<file path="config.mk">
export PLATFORM = sky130hd
export DESIGN_NAME = at_command_packet_filter
export DESIGN_NICKNAME = d
export VERILOG_FILES = /design/src/hdl/acpf_pkg.sv /design/src/hdl/at_command_packet_filter.sv /design/src/hdl/acpf_parse.sv
export SDC_FILE = /design/constraint.sdc
export NUM_CORES = 1
export LEC_CHECK = 0
export BUFFER_PORTS_ARGS = -buffer_cell sky130_fd_sc_hd__buf_2
export CORE_UTILIZATION = 40
export CTS_BUF_LIST = sky130_fd_sc_hd__clkbuf_2
export DETAILED_ROUTE_END_ITERATION = 6
export PLACE_DENSITY = 0.67
export SLEW_MARGIN = 10
export SYNTH_ARGS = -nofsm -noshare
export SYNTH_HDL_FRONTEND = slang
export SYNTH_SLANG_ARGS = --single-unit
</file>
<file path="constraint.sdc">
create_clock -name clk -period 3.45 [get_ports clk]
set_input_delay 0.1725 -clock clk [delete_from_list [all_inputs] [get_ports clk]]
set_output_delay 0.1725 -clock clk [all_outputs]
set_load 0.01 [all_outputs]
</file>
<file path="src/hdl/acpf_pkg.sv">
// Shared types and constants for the AT command packet filter.
`default_nettype none

package acpf_pkg;

    // One received byte with its end-of-packet mark
    typedef struct packed {
        logic [7:0] byte_value;
        logic       last_byte;
    } cmd_beat_t;

    // Verdict for one packet
    typedef struct packed {
        logic       forward;
        logic       switch_on;
        logic [6:0] host_number;
        logic [6:0] remote_number;
    } res_beat_t;

    // Parser verdict handed to the top level for the id checks
    typedef struct packed {
        logic       good;
        logic       is_on;
        logic [6:0] host;
        logic [6:0] remote;
    } parse_res_t;

    // Parse phase, one-hot
    typedef enum logic [3:0] {
        PH_BODY = 4'b0001,
        PH_OPTS = 4'b0010,
        PH_DONE = 4'b0100,
        PH_REJ  = 4'b1000
    } phase_t;

    // Register map (word index taken from paddr[2])
    localparam logic REG_HOST_ID    = 1'b0;
    localparam logic REG_REMOTE_IDS = 1'b1;

    localparam logic [4:0] BODY_MAX    = 5'd10;
    localparam logic [4:0] ON_LEN      = 5'd5;
    localparam logic [4:0] OFF_LEN     = 5'd6;
    localparam logic [4:0] PACKET_MAX  = 5'd17;
    localparam logic [4:0] POS_SAT     = 5'd31;
    localparam logic [2:0] OPT_NEEDED  = 3'd5;
    localparam logic [2:0] COMMA_POS   = 3'd2;

    localparam logic [7:0] CH_EQ    = 8'h3D;
    localparam logic [7:0] CH_COMMA = 8'h2C;
    localparam logic [7:0] CH_ZERO  = 8'h30;
    localparam logic [7:0] CH_NINE  = 8'h39;

    localparam logic [1:0] MATCH_ON   = 2'b01;
    localparam logic [1:0] MATCH_OFF  = 2'b10;
    localparam logic [1:0] MATCH_BOTH = 2'b11;

    // "at+on" by position
    function automatic logic [7:0] on_char(input logic [2:0] idx);
        logic [7:0] c;
        unique case (idx)
            3'd0:    c = 8'h61;
            3'd1:    c = 8'h74;
            3'd2:    c = 8'h2B;
            3'd3:    c = 8'h6F;
            3'd4:    c = 8'h6E;
            default: c = 8'h00;
        endcase
        return c;
    endfunction

    // "at+off" by position
    function automatic logic [7:0] off_char(input logic [2:0] idx);
        logic [7:0] c;
        unique case (idx)
            3'd0:    c = 8'h61;
            3'd1:    c = 8'h74;
            3'd2:    c = 8'h2B;
            3'd3:    c = 8'h6F;
            3'd4:    c = 8'h66;
            3'd5:    c = 8'h66;
            default: c = 8'h00;
        endcase
        return c;
    endfunction

endpackage

`default_nettype wire

</file>
<file path="src/hdl/at_command_packet_filter.sv">
// Top level of the AT command packet filter: config registers, id match, result register.
`default_nettype none

// Packet filter for "at+on=HH,RR" / "at+off=HH,RR" radio commands. Bytes come
// in on the cmd channel one beat each, the final byte flagged by last_byte.
// The block takes one byte every cycle unless stalled; per-byte parse state
// (position, candidate body, option count, the two parsed numbers) updates
// at each beat. On the last byte a single verdict beat is written into the
// result register and shows on res. A packet passes when it is no longer than
// 17 bytes, its body before the first '=' is exactly at+on or at+off, and the
// following five bytes read two digits, a comma, two digits. forward is set
// when the first number equals host_id and the second equals one of the first
// REMOTES 8-bit slots of remote_ids (slot 0 in bits 7:0). For malformed
// packets switch_on and both numbers read zero; they are reported for
// well-formed packets even when the ids do not match. Option bytes beyond the
// five are ignored. cmd_ready drops only while a verdict sits unclaimed in the
// result register, so with res_ready held high the rate is one byte per
// clock. Registers: host_id at byte address 0 (reset 255), remote_ids at
// byte address 4 (reset 0xFFFFFFFF). Write them only between packets.

module at_command_packet_filter
    import acpf_pkg::*;
#(
    parameter int REMOTES = 4
)
(
    input  wire logic        clk,
    input  wire logic        rst_n,
    // byte stream
    input  wire logic        byte_valid,
    output logic             cmd_ready,
    input  wire cmd_beat_t   cmd_data,
    // verdicts
    output logic             res_valid,
    input  wire logic        res_ready,
    output res_beat_t        res_data,
    // APB config
    input  wire logic        psel,
    input  wire logic        penable,
    input  wire logic        pwrite,
    input  wire logic [2:0]  paddr,
    input  wire logic [31:0] pwdata,
    output logic [31:0]      prdata,
    output logic             pready
);

    logic [7:0]  host_id_reg;
    logic [31:0] remote_ids_reg;
    logic        apb_wr;

    logic        cmd_take;
    parse_res_t  pres;

    logic [REMOTES-1:0] slot_hit;
    logic               host_hit;
    res_beat_t          res_next;

    logic      res_valid_reg;
    res_beat_t res_data_reg;

    // ---------------- configuration ----------------
    assign pready = 1'b1;
    assign apb_wr = psel && penable && pwrite && pready;

    always_ff @(posedge clk or negedge rst_n)
    begin
        if (!rst_n)
        begin
            host_id_reg    <= 8'hFF;
            remote_ids_reg <= 32'hFFFF_FFFF;
        end
        else if (apb_wr)
        begin
            unique case (paddr[2])
                REG_HOST_ID:    host_id_reg    <= pwdata[7:0];
                REG_REMOTE_IDS: remote_ids_reg <= pwdata;
                default:        ;
            endcase
        end
    end

    always_comb
    begin
        unique case (paddr[2])
            REG_HOST_ID:    prdata = {24'd0, host_id_reg};
            REG_REMOTE_IDS: prdata = remote_ids_reg;
            default:        prdata = '0;
        endcase
    end

    // ---------------- parse ----------------
    // Hold off new bytes only while a verdict is stuck in the result register
    assign cmd_ready = !res_valid_reg || res_ready;
    assign cmd_take  = byte_valid && cmd_ready;

    acpf_parse u_parse (
        .clk        (clk),
        .rst_n      (rst_n),
        .take       (cmd_take),
        .byte_value (cmd_data.byte_value),
        .last_byte  (cmd_data.last_byte),
        .res        (pres)
    );

    // ---------------- id match ----------------
    // host_id above 99 can never match a two-digit number
    assign host_hit = (host_id_reg == {1'b0, pres.host});

    for (genvar k = 0; k < REMOTES; k++)
    begin : g_slot
        assign slot_hit[k] = (remote_ids_reg[8*k +: 8] == {1'b0, pres.remote});
    end

    assign res_next.forward       = pres.good && host_hit && (|slot_hit);
    assign res_next.switch_on     = pres.is_on;
    assign res_next.host_number   = pres.host;
    assign res_next.remote_number = pres.remote;

    // ---------------- result register ----------------
    always_ff @(posedge clk or negedge rst_n)
    begin
        if (!rst_n)
            res_valid_reg <= 1'b0;
        else if (cmd_take && cmd_data.last_byte)
            res_valid_reg <= 1'b1;
        else if (res_ready)
            res_valid_reg <= 1'b0;
    end

    always_ff @(posedge clk)
    begin
        if (cmd_take && cmd_data.last_byte)
            res_data_reg <= res_next;
    end

    assign res_valid = res_valid_reg;
    assign res_data  = res_data_reg;

endmodule

`default_nettype wire

</file>
<file path="src/hdl/acpf_parse.sv">
// Byte-wise packet parser: body match, option digits, length tracking.
`default_nettype none

module acpf_parse
    import acpf_pkg::*;
(
    input  wire logic       clk,
    input  wire logic       rst_n,
    input  wire logic       take,
    input  wire logic [7:0] byte_value,
    input  wire logic       last_byte,
    output parse_res_t      res
);

    logic [4:0] pos_reg, pos_next;
    phase_t     phase_reg, phase_next;
    logic [1:0] match_reg, match_next;
    logic [2:0] cnt_reg, cnt_next;
    logic [6:0] host_reg, host_next;
    logic [6:0] rem_reg, rem_next;
    logic       ok_reg, ok_next;

    logic        is_digit;
    logic [3:0]  digit;
    logic [10:0] host_acc;
    logic [10:0] rem_acc;
    logic        on_hit;
    logic        off_hit;
    logic        good;

    assign is_digit = (byte_value >= CH_ZERO) && (byte_value <= CH_NINE);
    assign digit    = byte_value[3:0];
    assign host_acc = 11'(host_reg) * 11'd10 + 11'(digit);
    assign rem_acc  = 11'(rem_reg) * 11'd10 + 11'(digit);
    assign on_hit   = match_reg[0] && (pos_reg == ON_LEN) && (pos_reg <= BODY_MAX);
    assign off_hit  = match_reg[1] && (pos_reg == OFF_LEN) && (pos_reg <= BODY_MAX);

    always_comb
    begin
        phase_next = phase_reg;
        match_next = match_reg;
        cnt_next   = cnt_reg;
        host_next  = host_reg;
        rem_next   = rem_reg;
        ok_next    = ok_reg;
        unique case (phase_reg)
            PH_BODY:
            begin
                if (byte_value == CH_EQ)
                begin
                    if (on_hit || off_hit)
                    begin
                        match_next = on_hit ? MATCH_ON : MATCH_OFF;
                        phase_next = PH_OPTS;
                    end
                    else
                    begin
                        phase_next = PH_REJ;
                    end
                end
                else
                begin
                    match_next[0] = match_reg[0] && (pos_reg < ON_LEN)
                                    && (byte_value == on_char(pos_reg[2:0]));
                    match_next[1] = match_reg[1] && (pos_reg < OFF_LEN)
                                    && (byte_value == off_char(pos_reg[2:0]));
                end
            end
            PH_OPTS:
            begin
                if (cnt_reg == COMMA_POS)
                begin
                    if (byte_value != CH_COMMA)
                        ok_next = 1'b0;
                end
                else if (!is_digit)
                begin
                    ok_next = 1'b0;
                end
                else if (ok_reg)
                begin
                    if (cnt_reg < COMMA_POS)
                        host_next = host_acc[6:0];
                    else
                        rem_next = rem_acc[6:0];
                end
                cnt_next = cnt_reg + 3'd1;
                if (cnt_next >= OPT_NEEDED)
                    phase_next = PH_DONE;
            end
            PH_DONE, PH_REJ:
            begin
            end
            default:
            begin
            end
        endcase
        pos_next = (pos_reg < POS_SAT) ? pos_reg + 5'd1 : pos_reg;
    end

    assign good = (pos_next <= PACKET_MAX) && (phase_next == PH_DONE) && ok_next;

    assign res.good   = good;
    assign res.is_on  = good && (match_next == MATCH_ON);
    assign res.host   = good ? host_next : 7'd0;
    assign res.remote = good ? rem_next : 7'd0;

    always_ff @(posedge clk or negedge rst_n)
    begin
        if (!rst_n)
        begin
            pos_reg   <= '0;
            phase_reg <= PH_BODY;
            match_reg <= MATCH_BOTH;
            cnt_reg   <= '0;
            host_reg  <= '0;
            rem_reg   <= '0;
            ok_reg    <= 1'b1;
        end
        else if (take)
        begin
            if (last_byte)
            begin
                pos_reg   <= '0;
                phase_reg <= PH_BODY;
                match_reg <= MATCH_BOTH;
                cnt_reg   <= '0;
                host_reg  <= '0;
                rem_reg   <= '0;
                ok_reg    <= 1'b1;
            end
            else
            begin
                pos_reg   <= pos_next;
                phase_reg <= phase_next;
                match_reg <= match_next;
                cnt_reg   <= cnt_next;
                host_reg  <= host_next;
                rem_reg   <= rem_next;
                ok_reg    <= ok_next;
            end
        end
    end

endmodule

`default_nettype wire

</file>
Yosys cells after proc, flatten, opt, wreduce, memory -nomap -nowiden

Index checks and enable logic that the tools add are counted.

Register bits: 86
Input bits: 51
Word-level logic and storage cells: 122

Add/subtract/negate cells: 4
Multiply operators: 2
$lt $le $gt $ge: 9
Equal/unequal tests: 21
Muxes and demuxes: 42
Bitwise gates (word level): 1
Reduce and logical (&&, ||, !) cells: 29

Operators with widths:

| kind                | number |
|---|---|
| $mux 7              | 14 |
| $pmux 7 s5          | 2 |
| $pmux 32 s2         | 1 |
| $eq 8x7->1          | 5 |
| $mux 8              | 4 |
| $logic_and 1x1->1   | 18 |
| $eq 8x8->1          | 2 |
| $mux 4              | 4 |
| $add 7x4->7         | 2 |
| $mul 7x3->6 const B | 2 |
| $eq 5x3->1 const B  | 2 |
| $lt 5x3->1 const B  | 2 |
| $mux 2              | 5 |
| $mux 5              | 2 |
| $eq 3x2->1 const B  | 3 |
| $eq 8x6->1 const B  | 1 |
| $ge 8x6->1 const B  | 1 |
| $le 8x6->1 const B  | 1 |
| $ne 8x6->1 const B  | 1 |
| $pmux 4 s2          | 1 |
| $mux 1              | 7 |
| $eq 3x3->1 const B  | 2 |
| $mux 3              | 2 |
| $reduce_and 2->1    | 3 |
| other kinds (19)    | 21 |

Depth between registers and ports, before layout

Gate-level depths: netlist of the first run.

Word-level depth: 14
Mapped depth: 15

Cells and area by module

A second synthesis of the first run with hierarchy kept.

Cell total of the unflattened synthesis: 523
Area, all modules: 5,773.0 sq um

Modules (own cells, without submodules):

| module                   | times used | cells each | area each (sq um) |
|---|---|---|---|
| at_command_packet_filter | 1          | 196        | 2,892.8 |
| acpf_parse               | 1          | 327        | 2,880.3 |

Least setup slack after synthesis of the first run

Ideal clock, no wire load.

Kind: reg2reg
From: register u_parse.rem_reg[1]
To: register res_data_reg, in the netlist res_data[15] (data pin)
Arrival: 2.937 ns
Slack: 0.254 ns
Cell stages (with the launch flop): 14
Path buffers: 0
Cells stage by stage: dfrtp_1 -> ha_1 -> ha_1 -> inv_1 -> fa_1 -> nand2b_1 -> a21oi_1 -> xnor2_1 -> mux2i_1 -> nand2b_1 -> nor4b_1 -> or3_1 -> and4_1 -> o31a_1

RTL lines:

| item                   | line                            | source |
|---|---|---|
| start, declared        | acpf_parse.sv:20                | `logic [6:0] rem_reg, rem_next;` |
| start signal, assigned | acpf_parse.sv:139               | `rem_reg <= rem_next;` |
| end signal, assigned   | at_command_packet_filter.sv:133 | `res_data_reg <= res_next;` |
| end, declared          | at_command_packet_filter.sv:59  | `res_beat_t res_data_reg;` |

==> flow_metrics.tcl, run 1 <==
set metrics [dict create \
    r2r_cells 14 \
    synth_fa_ha_area_share_pct 6.303 \
    drt_iter0_markers 270 \
    slowest_delay_ps 550 \
    grt.busiest_layer "met2" \
    synth_simple_gate_area_share_pct 17.84 \
    timing.hold.ws_ps 70.47 \
    grt_use_total_pct 21.66 \
    ys_seq_area_share_pct 40.57 \
    cp-end-kind "flip-flop" \
    syn_nets 637 \
    critPathTopFamily "adder cells" \
    reg2reg_from "u_parse.rem_reg[1]" \
    post-route-period-util_pct 96.59 \
    synth_area_um2 5638 \
    wirelength_mm 15.27 \
    dp_hpwl_mm 11.01 \
    required_ps 3830 \
    cts_buffers 9 \
    status "finished, final reports clean" \
    wl_per_cell_um 17.06 \
    route.vias.total 4938 \
    timing.fmax_mhz 300.1 \
    gr-usage-met3_pct 3.349 \
    place_area_um2 6452 \
    cts_buffer_depth 2 \
    synth_top_family_by_area "simple AND/OR/NAND/NOR gates" \
    hold_violations 0 \
    die_w_um 120.7 \
    firstDrtPassIters 5 \
    insertion_delay_ps 590 \
    ios 102 \
    grt_pass1_wl_mm 24.88 \
    grt_pass1_vias 4958 \
    initial_utilization_pct 40.77 \
    stdcell_count 895 \
    slew_viol_final 0 \
    ys.flop_type "dfstp_2" \
    synth_async_sr_flop_share_pct 81.40 \
    fp.coreArea_um2 13830 \
    max-cap-violations 0 \
    largest_reg_flops 32 \
    slowest_stage "fa_2" \
    place_inst 839 \
    root_buffer "clkbuf_2" \
    fin_nets 787 \
    antenna_found_initial 0 \
    cellLeakagePower_uw 0.002973 \
    arrival_ps 3710 \
    crit_type "flip-flop to flip-flop" \
    drive_gt1_share_pct 36.36 \
    route.detailed.drc 0 \
    place.gp.congestion 0.8624 \
    ys.warnings.count 0 \
    n_fill_cell 1226 \
    yosys.area_share.xor_xnor_pct 6.369 \
    grtUsageMet2_pct 36.78 \
    crit_chain "ha_4, ha_2, inv_2, fa_2, nand2b_4, a21oi_2, xnor2_2, mux2i_2, buf_4, a21oi_2, nor3_1, or3_1, and4_1, o31a_1" \
    use_met1_pct 28.13 \
    die_area_um2 14570 \
    ir_drop_mv 0.1934 \
    finalSetupViolCount 0 \
    via_per_inst 5.517 \
    synth_edf_count 16 \
    synth_area_per_cell_um2 10.07 \
    fp-row-count 43 \
    antenna_cells 0 \
    clock-sinks 86 \
    gr-total-overflow 0 \
    clk_pin_slew_ps 250 \
    power_density_nw_per_um2 388.8 \
    min_period_ps 3332 \
    syn_inst 560 \
    muxShareOfSynthArea_pct 11.19 \
    min_from "cmd_data[6]" \
    area_growth_pct 25.83 \
    worst_pin_slew_ps 807.2 \
    ant_nets 0 \
    r2r-end "res_data[15]" \
    cts_tree "done" \
    chipHeight_um 120.7 \
    stdcell_area_um2 7094 \
    grt_max_degree 51 \
    htree_levels 3 \
    synth-compound-area-share_pct 13.78 \
    port_buffers 98 \
    hp-class "input pin to flip-flop" \
    cp-start-kind "flip-flop" \
    r2r_slack_ps 120 \
    hold_end "u_parse.ok_reg" \
    ys_types 63 \
    cpMostUsedCell "a21oi_2" \
    slew-limit-headroom_pct 46.13 \
    path_max_fanout 4 \
    path_buf_inv 2 \
    hold_depth 6 \
    skew_ps 33.36 \
    ys_ff_latch 86 \
]
## final cells by class
cell class | count | area [µm²] | share of cell area (%)
Clock buffer | 9 | 45.04 | 0.6349
Sequential cell | 86 | 2288 | 32.26
Timing Repair Buffer | 165 | 1117 | 15.75
Multi-Input combinational cell | 424 | 3232 | 45.56
Tap cell | 180 | 225.2 | 3.175
Clock inverter | 7 | 96.34 | 1.358
Inverter | 24 | 90.09 | 1.270
## cell usage in the layout, fill, tap and decap left out, types with 5 or more instances in the layout
| cell type | n |
|---|---|
| nand2b_1 | 7 |
| a21oi_2 | 5 |
| o32ai_1 | 8 |
| inv_1 | 23 |
| dfstp_2 | 44 |
| a21oi_1 | 25 |
| buf_4 | 26 |
| nor3_1 | 19 |
| and2_1 | 27 |
| nand2_1 | 35 |
| nor2_1 | 32 |
| nand3_1 | 10 |
| xnor2_1 | 26 |
| nor4_1 | 6 |
| o21ai_0 | 26 |
| mux2_2 | 48 |
| dfrtp_1 | 25 |
| buf_2 | 98 |
| mux2i_1 | 6 |
| a31oi_1 | 6 |
| ha_1 | 20 |
| edfxtp_1 | 16 |
| clkbuf_2 | 9 |
| nor4b_1 | 8 |
| nor2b_1 | 6 |
| nand4_1 | 10 |
| dlygate4sd3_1 | 38 |
| a32o_1 | 6 |
| xor2_1 | 13 |
## cells by family after synthesis
family / after synthesis
buf+inv: 50
fa+ha+maj: 26
xor+xnor: 41
simple gates: 182
compound gates: 117
other cells: 1
flops: 86
mux: 57
## worst min-delay path: stages
cell,delay [ps]
buf_2,140
nand2_1,80
o21a_1,140
nand2_1,50
nand2_1,60
nand2_1,50
## cells in the mapped netlist, drive strengths merged, types with 3 or more instances
| master | number | area share [%] |
|---|---|---|
| o22ai | 4 | 0.44 |
| nand3 | 10 | 0.89 |
| edfxtp | 16 | 8.5 |
| nor4 | 7 | 0.89 |
| nand2b | 8 | 0.89 |
| buf | 9 | 1.2 |
| inv | 24 | 1.6 |
| dfstp | 44 | 21 |
| dfrtp | 26 | 12 |
| nor3 | 20 | 1.9 |
| ha | 22 | 4.9 |
| mux2i | 9 | 1.6 |
| xor2 | 14 | 2.2 |
| nor2b | 6 | 0.67 |
| nand2 | 35 | 2.3 |
| nand4 | 10 | 1.1 |
| o32ai | 8 | 1.2 |
| a2111oi | 3 | 0.58 |
| nor2 | 32 | 2.1 |
| a21o | 4 | 0.53 |
| and2 | 27 | 3.0 |
| a22o | 4 | 0.62 |
| xnor2 | 27 | 4.2 |
| and3 | 3 | 0.33 |
| nor4b | 10 | 1.7 |
| a32o | 6 | 1.1 |
| clkbuf | 17 | 1.1 |
| fa | 4 | 1.4 |
| o21a | 3 | 0.40 |
| a31oi | 6 | 0.67 |
| o21ai | 28 | 2.5 |
| mux2 | 48 | 9.6 |
| or3 | 3 | 0.33 |
| o31ai | 4 | 0.53 |
| nand3b | 3 | 0.40 |
| a21oi | 30 | 2.7 |
## repair_timing
| action | 4_1_cts | 5_1_grt |
|---|---|---|
| resized for setup | 2 | 21 |
| hold endpoints to repair | 63 | 0 |
| hold buffers | 38 | 0 |
| gates cloned | 0 | 0 |
| endpoints found under the setup margin | 1 | 1 |
| buffers inserted | 0 | 2 |
| pin swaps | 0 | 8 |
## layer usage
| metal | vias up | wire length, µm |
|---|---|---|
| met3 | 21 | 579 |
| met4 | 0 | 265 |
| met1 | 2443 | 6774 |
| met2 | 124 | 7649 |
| li1 | 2350 | - |
| met5 | - | 0 |
## power breakdown
| group | internal (µW) | total (µW) | leakage, µW | switching (µW) |
|---|---|---|---|---|
| clock network | 243 | 614 | 0.0000862 | 371 |
| registers | 1240 | 1410 | 0.000969 | 162 |
| logic | 389 | 738 | 0.00192 | 349 |
## stage by stage
| step | util, % | TNS, ps | total power (µW) | setup WS (ps) |
|---|---|---|---|---|
| global route | 51.31 | -32.74 | 2916 | -32.74 |
| global placement | 46.67 | 0 | 2087 | 91.37 |
| detailed placement | 46.67 | 0 | 2119 | 9.245 |
| CTS | 50.49 | 0 | 2780 | 18.89 |
| finish | 51.31 | 0 | 2758 | 117.5 |
| floorplan | - | 0 | 1847 | 253.8 |
## worst max path at each step
stage,cells past startpoint,from,to
floorplan,13,u_parse.rem_reg[1],res_data[15]
global placement,11,u_parse.rem_reg[1],res_data[15]
detailed placement,11,u_parse.rem_reg[1],res_data[15]
CTS,14,u_parse.rem_reg[1],res_data[15]
global route,12,u_parse.rem_reg[2],res_data[15]
finish,14,u_parse.rem_reg[1],res_data[15]
No activity file was read; power rests on OpenSTA's default activity.
==> inputs of run 2 (changes only) <==
--- a/config.mk
+++ b/config.mk
@@ -8,8 +8,9 @@
 export BUFFER_PORTS_ARGS = -buffer_cell sky130_fd_sc_hd__buf_2
 export CORE_UTILIZATION = 40
 export CTS_BUF_LIST = sky130_fd_sc_hd__clkbuf_2
+export CTS_CLUSTER_DIAMETER = 60
 export DETAILED_ROUTE_END_ITERATION = 6
-export PLACE_DENSITY = 0.67
+export PLACE_DENSITY = 0.58
 export SLEW_MARGIN = 10
 export SYNTH_ARGS = -nofsm -noshare
 export SYNTH_HDL_FRONTEND = slang
==> run 2 against run 1 <==
Total power fell by 2.3%. Core utilization fell by 0.61 points. Largest cell class unchanged. Via count fell by 1.5%. Sequential share of layout area rose by 0.39 points. Critical path depth fell by 1.
==> flow_metrics.tcl, run 2 (synthesis results as in run 1) <==
set metrics [dict create \
    status "finished, final reports clean" \
    cp-start-kind "flip-flop" \
    dp_hpwl_mm 11.01 \
    ant_nets 0 \
    htree_levels 3 \
    hold_violations 0 \
    fin_tns_setup_ps 0 \
    crit_chain "ha_1, ha_1, inv_1, fa_1, nand2b_1, a21oi_1, xnor2_2, mux2i_4, nand2b_1, nor4b_1, or3_1, and4_1, o31a_1" \
    slowest_stage "dfrtp_1" \
    min_period_ps 3357 \
    slowest_delay_ps 450 \
    ios 102 \
    firstDrtPassIters 4 \
    hp-class "input pin to flip-flop" \
    clock-sinks 86 \
    stdcell_count 898 \
    r2r_slack_ps 90 \
    port_buffers 98 \
    worstSetupEndpoint "res_data[15]" \
    die_w_um 120.7 \
    initial_utilization_pct 40.77 \
    gr-total-overflow 0 \
    cts_tree "done" \
    fp-row-count 43 \
    timing.fmax_mhz 297.9 \
    place_inst 845 \
    hold_depth 3 \
    cellLeakagePower_uw 0.002935 \
    arrival_ps 3740 \
    required_ps 3840 \
    ir_drop_mv 0.2353 \
    final_common_cell "buf_2" \
    cts_buffers 9 \
    slew-limit-headroom_pct 38.88 \
    n_fill_cell 1268 \
    timing.hold.ws_ps 39.21 \
    insertion_delay_ps 600 \
    via_per_inst 5.419 \
    r2r-end "res_data[15]" \
    reg2reg_from "u_parse.rem_reg[3]" \
    dp_slack_ps -84.99 \
    layout_common_cells "98 x buf_2, 48 x mux2_2, 44 x dfstp_2" \
    wl_per_cell_um 16.74 \
    grt_pass1_wl_mm 24.17 \
    cp-startpoint "u_parse.rem_reg[3]" \
    crit_type "flip-flop to flip-flop" \
    r2r_cells 13 \
    finalSetupViolCount 0 \
    cts_buffer_depth 2 \
    grt_use_total_pct 21.47 \
    fp.coreArea_um2 13830 \
    worst_pin_slew_ps 916.8 \
    place.gp.congestion 0.8387 \
    skew_ps 41.30 \
    die_area_um2 14570 \
    path_max_fanout 7 \
    slew_viol_final 0 \
    drt_iter0_markers 301 \
    area_growth_pct 24.35 \
    root_buffer "clkbuf_2" \
    antenna_found_initial 0 \
    fin_util_pct 50.70 \
    crit_cells 13 \
    cp-end-kind "flip-flop" \
    clk_pin_slew_ps 270 \
    critPathTopFamily "simple AND/OR/NAND/NOR gates" \
    route.vias.total 4866 \
    grt_max_degree 38 \
    post-route-period-util_pct 97.30 \
    largest_reg_flops 32 \
    antenna_cells 0 \
    path_buf_inv 1 \
    chipHeight_um 120.7 \
    power_density_nw_per_um2 384.5 \
    setup_ws_ps 93.04 \
    drive_gt1_share_pct 35.52 \
    route.detailed.drc 0 \
    wirelength_mm 15.03 \
    grt_pass1_vias 4619 \
    fin_nets 790 \
    max-cap-violations 0 \
]
run 2: repair_timing:
action,4_1_cts,5_1_grt
hold buffers,36,0
endpoints found under the setup margin,1,1
resized for setup,1,8
buffers inserted,0,1
endpoints found under the hold margin,71,0
run 2: worst min-delay path by stage:
stage	startpoint	end	slack [ps]
finish	cmd_data[1]	u_parse.host_reg[0]	40
CTS	cmd_data[1]	u_parse.host_reg[0]	8
floorplan	rst_n	res_valid	-120
global route	cmd_data[1]	u_parse.host_reg[0]	30
detailed placement	rst_n	u_parse.host_reg[4]	370
global placement	rst_n	u_parse.host_reg[3]	360
run 2: layout make-up:
class	count	area [µm²]	share of cell area (%)
timing repair buffer	168	1119	15.96
clock inverter	6	70.07	0.9995
multi-input combinational	424	3168	45.19
sequential	86	2288	32.64
clock buffer	10	50.05	0.7139
inverter	24	90.09	1.285
tap	180	225.2	3.213
run 2: report_power, final:
group | total [µW] | internal [µW] | switching (µW)
logic | 737 | 392 | 345
registers | 1400 | 1240 | 161
clock network | 555 | 173 | 382
total | 2700 | 1810 | 887
run 2: per-stage QoR:
stage,power (µW),instance area [µm²]
6_report,2696,7010
5_1_grt,2853,7010
4_1_cts,2721,6969
3_5_place_dp,2125,6485
3_3_place_gp,2105,6485
2_1_floorplan,1847,5638
run 2: worst reg2reg max path, stage by stage, from the launching register on:
cell and delay [ps]:
dfrtp_1 450, ha_1 280, ha_1 200, inv_1 60, fa_1 430, nand2b_1 160
a21oi_1 220, xnor2_2 180, mux2i_4 160, nand2b_1 190, nor4b_1 70, or3_1 350
and4_1 190, o31a_1 230
run 2: layer usage:
layer	vias up	track usage, %	share of wire, %
met5	-	0	0
met4	0	5.556	0.93
met3	11	3.396	4.5
met2	112	33.69	46
met1	2394	30.69	49
li1	2349	-	-
==> inputs of run 3 (changes only) <==
--- a/config.mk
+++ b/config.mk
@@ -6,11 +6,11 @@
 export NUM_CORES = 1
 export LEC_CHECK = 0
 export BUFFER_PORTS_ARGS = -buffer_cell sky130_fd_sc_hd__buf_2
-export CORE_UTILIZATION = 40
+export CORE_UTILIZATION = 29
 export CTS_BUF_LIST = sky130_fd_sc_hd__clkbuf_2
 export CTS_CLUSTER_DIAMETER = 60
 export DETAILED_ROUTE_END_ITERATION = 6
-export PLACE_DENSITY = 0.58
+export PLACE_DENSITY = 0.45
 export SLEW_MARGIN = 10
 export SYNTH_ARGS = -nofsm -noshare
 export SYNTH_HDL_FRONTEND = slang
==> run 3 against run 2 <==
Sequential share of layout area shrank 0.84 points. Hold slack improved by 34 ps. Critical path type unchanged. Largest power group unchanged. Flip-flop and latch count is the same. Critical path depth increased by 1. Largest cell class unchanged. Critical endpoint unchanged. Combinational power rose by 2.8%.
==> flow_metrics.tcl, run 3 (synthesis results as in run 1) <==
set metrics [dict create \
    area_growth_pct 27.63 \
    arrival_ps 3750 \
    crit_type "flip-flop to flip-flop" \
    post-route-period-util_pct 98.30 \
    skew_ps 41.75 \
    rsz0062_at_grt "yes" \
    insertion_delay_ps 590 \
    cp-start-kind "flip-flop" \
    timing.hold.ws_ps 72.93 \
    via_per_inst 4.913 \
    finalSetupViolCount 0 \
    cts_buffers 9 \
    wirelength_mm 16.61 \
    cts_tree "done" \
    fin_tns_setup_ps 0 \
    p_total_uw 2694 \
    ff_latch_area_um2 2288 \
    largest_reg_flops 32 \
    n_fill_cell 1942 \
    htree_levels 3 \
    power_density_nw_per_um2 374.5 \
    max-cap-violations 0 \
    fp.coreArea_um2 18890 \
    multi_input_area_um2 3204 \
    netSwitchingPower_uw 884.5 \
    grt_pass1_vias 5110 \
    gr-total-overflow 0 \
    pwr-share-seq_pct 52.1 \
    power_frac_clock_pct 19.8 \
    min_period_ps 3391 \
    die_w_um 141.4 \
    status "finished, final reports clean" \
    grt_max_degree 39 \
    path_max_fanout 6 \
    slew_viol_final 0 \
    clock-sinks 86 \
    ir_drop_mv 0.1922 \
    hold_violations 0 \
    root_buffer "clkbuf_2" \
    slew-limit-headroom_pct 43.66 \
    r2r_slack_ps 60 \
    layout_common_cells "98 x buf_2, 48 x mux2_2, 44 x dfstp_2" \
    antenna_cells 0 \
    route.detailed.drc 0 \
    wl_per_cell_um 16.84 \
    port_buffers 98 \
    slowest_stage "fa_1" \
    required_ps 3810 \
    route.vias.total 4844 \
    p_comb_share_pct 28.1 \
    antenna_found_initial 0 \
    die_area_um2 20000 \
    place.gp.congestion 0.8489 \
    clk_pin_slew_ps 250 \
    worst_pin_slew_ps 845.2 \
    initial_utilization_pct 29.84 \
    switching_share_pct 32.83 \
    ant_nets 0 \
    grt_pass1_wl_mm 27.05 \
    drt_iter0_markers 286 \
    grt_use_total_pct 17.42 \
    cp-end-kind "flip-flop" \
    top_layer "met4" \
    p_int_uw 1810 \
    fp-row-count 50 \
    dp_hpwl_mm 12.12 \
    chipHeight_um 141.4 \
    drive_gt1_share_pct 36.50 \
    cts_buffer_depth 2 \
    wl_met3_um 462 \
    slowest_delay_ps 580 \
    wl_met1_mm 8.005 \
    firstDrtPassIters 4 \
    timing.fmax_mhz 294.9 \
    wl_met2_mm 7.927 \
    cpMostUsedCell "a21oi_2" \
    fin_nets 798 \
    final_common_cell "buf_2" \
    crit_chain "ha_4, ha_1, inv_2, fa_1, nand2b_4, a21oi_2, xnor2_1, mux2i_2, buf_6, a21oi_2, nor3_1, o32ai_1, o22ai_1, o31a_1" \
    cellLeakagePower_uw 0.002967 \
    ios 102 \
    hp-class "input pin to flip-flop" \
]
==> run 3: cell count changes in the layout (fill, tap and decap cells not counted), moves of 2 or more <==
cell           previous run  this run
a21oi_2                   2         5
clkinv_1                  0         2
dlygate4sd3_1            36        39
buf_4                    33        38
a21oi_1                  28        25
clkinvlp_4                3         1
==> run 3: path summary, 6_finish.rpt <==
kind	from	end	cells after the start
max in group asynchronous	rst_n	remote_ids_reg[9]	3
setup / recovery	u_parse.rem_reg[3]	res_data[15]	14
min in group asynchronous	rst_n	u_parse.rem_reg[6]	2
hold reg to reg	u_parse.ok_reg	u_parse.ok_reg	2
setup reg to reg	u_parse.rem_reg[3]	res_data[15]	14
hold / removal	cmd_data[8]	u_parse.ok_reg	7
==> run 3: what timing repair did <==
| action | 4_1_cts | 5_1_grt |
|---|---|---|
| hold buffers | 39 | 0 |
| endpoints found under the setup margin | 1 | 1 |
| endpoints found under the hold margin | 74 | 0 |
| resized for setup | 2 | 14 |
| pin swaps | 0 | 5 |
| buffers inserted | 0 | 2 |
==> run 3: layout make-up <==
class	count	area share (%)
repair buffers	176	16.36
clock inverters	6	0.8346
well taps	260	4.521
multi-input cells	424	44.53
flip-flops and latches	86	31.80
clock buffers	10	0.6955
inverters	24	1.252
==> run 3: worst max-delay path: cells and delay by family, from the launching register on <==
family / cells / cell delay, ps
AOI/OAI and AO/OA: 5 / 930
DFF: 1 / 470
buffers and inverters: 2 / 200
muxes: 1 / 140
and+or+nand+nor: 2 / 220
adders and majority gates: 3 / 990
xor gates and xnor gates: 1 / 220
==> run 3: power by group through the flow <==
| stage | logic, µW | registers (µW) | clock network, µW |
|---|---|---|---|
| global route | 840 | 1430 | 605 |
| floorplan | 487 | 1360 | 0 |
| finish | 758 | 1400 | 533 |
| detailed placement | 724 | 1420 | 0 |
| global placement | 708 | 1410 | 0 |
| CTS | 763 | 1400 | 570 |
==> run 3: stage by stage <==
step                utilization, %  setup WS, ps  area [µm²]  cells
finish                       38.09         58.62        7196    986
global route                 38.09        -83.66        7196    986
CTS                          37.64         20.92        7111    984
detailed placement           34.95         30.78        6603    929
global placement             34.95         94.39        6603    929
floorplan                        -         253.8        5638    560
==> run 3: routing by layer <==
metal	vias to the layer above	track usage, %
li1	2363	-
met1	2378	22.91
met2	87	29.03
met3	16	3.611
met4	0	4.641
met5	-	0
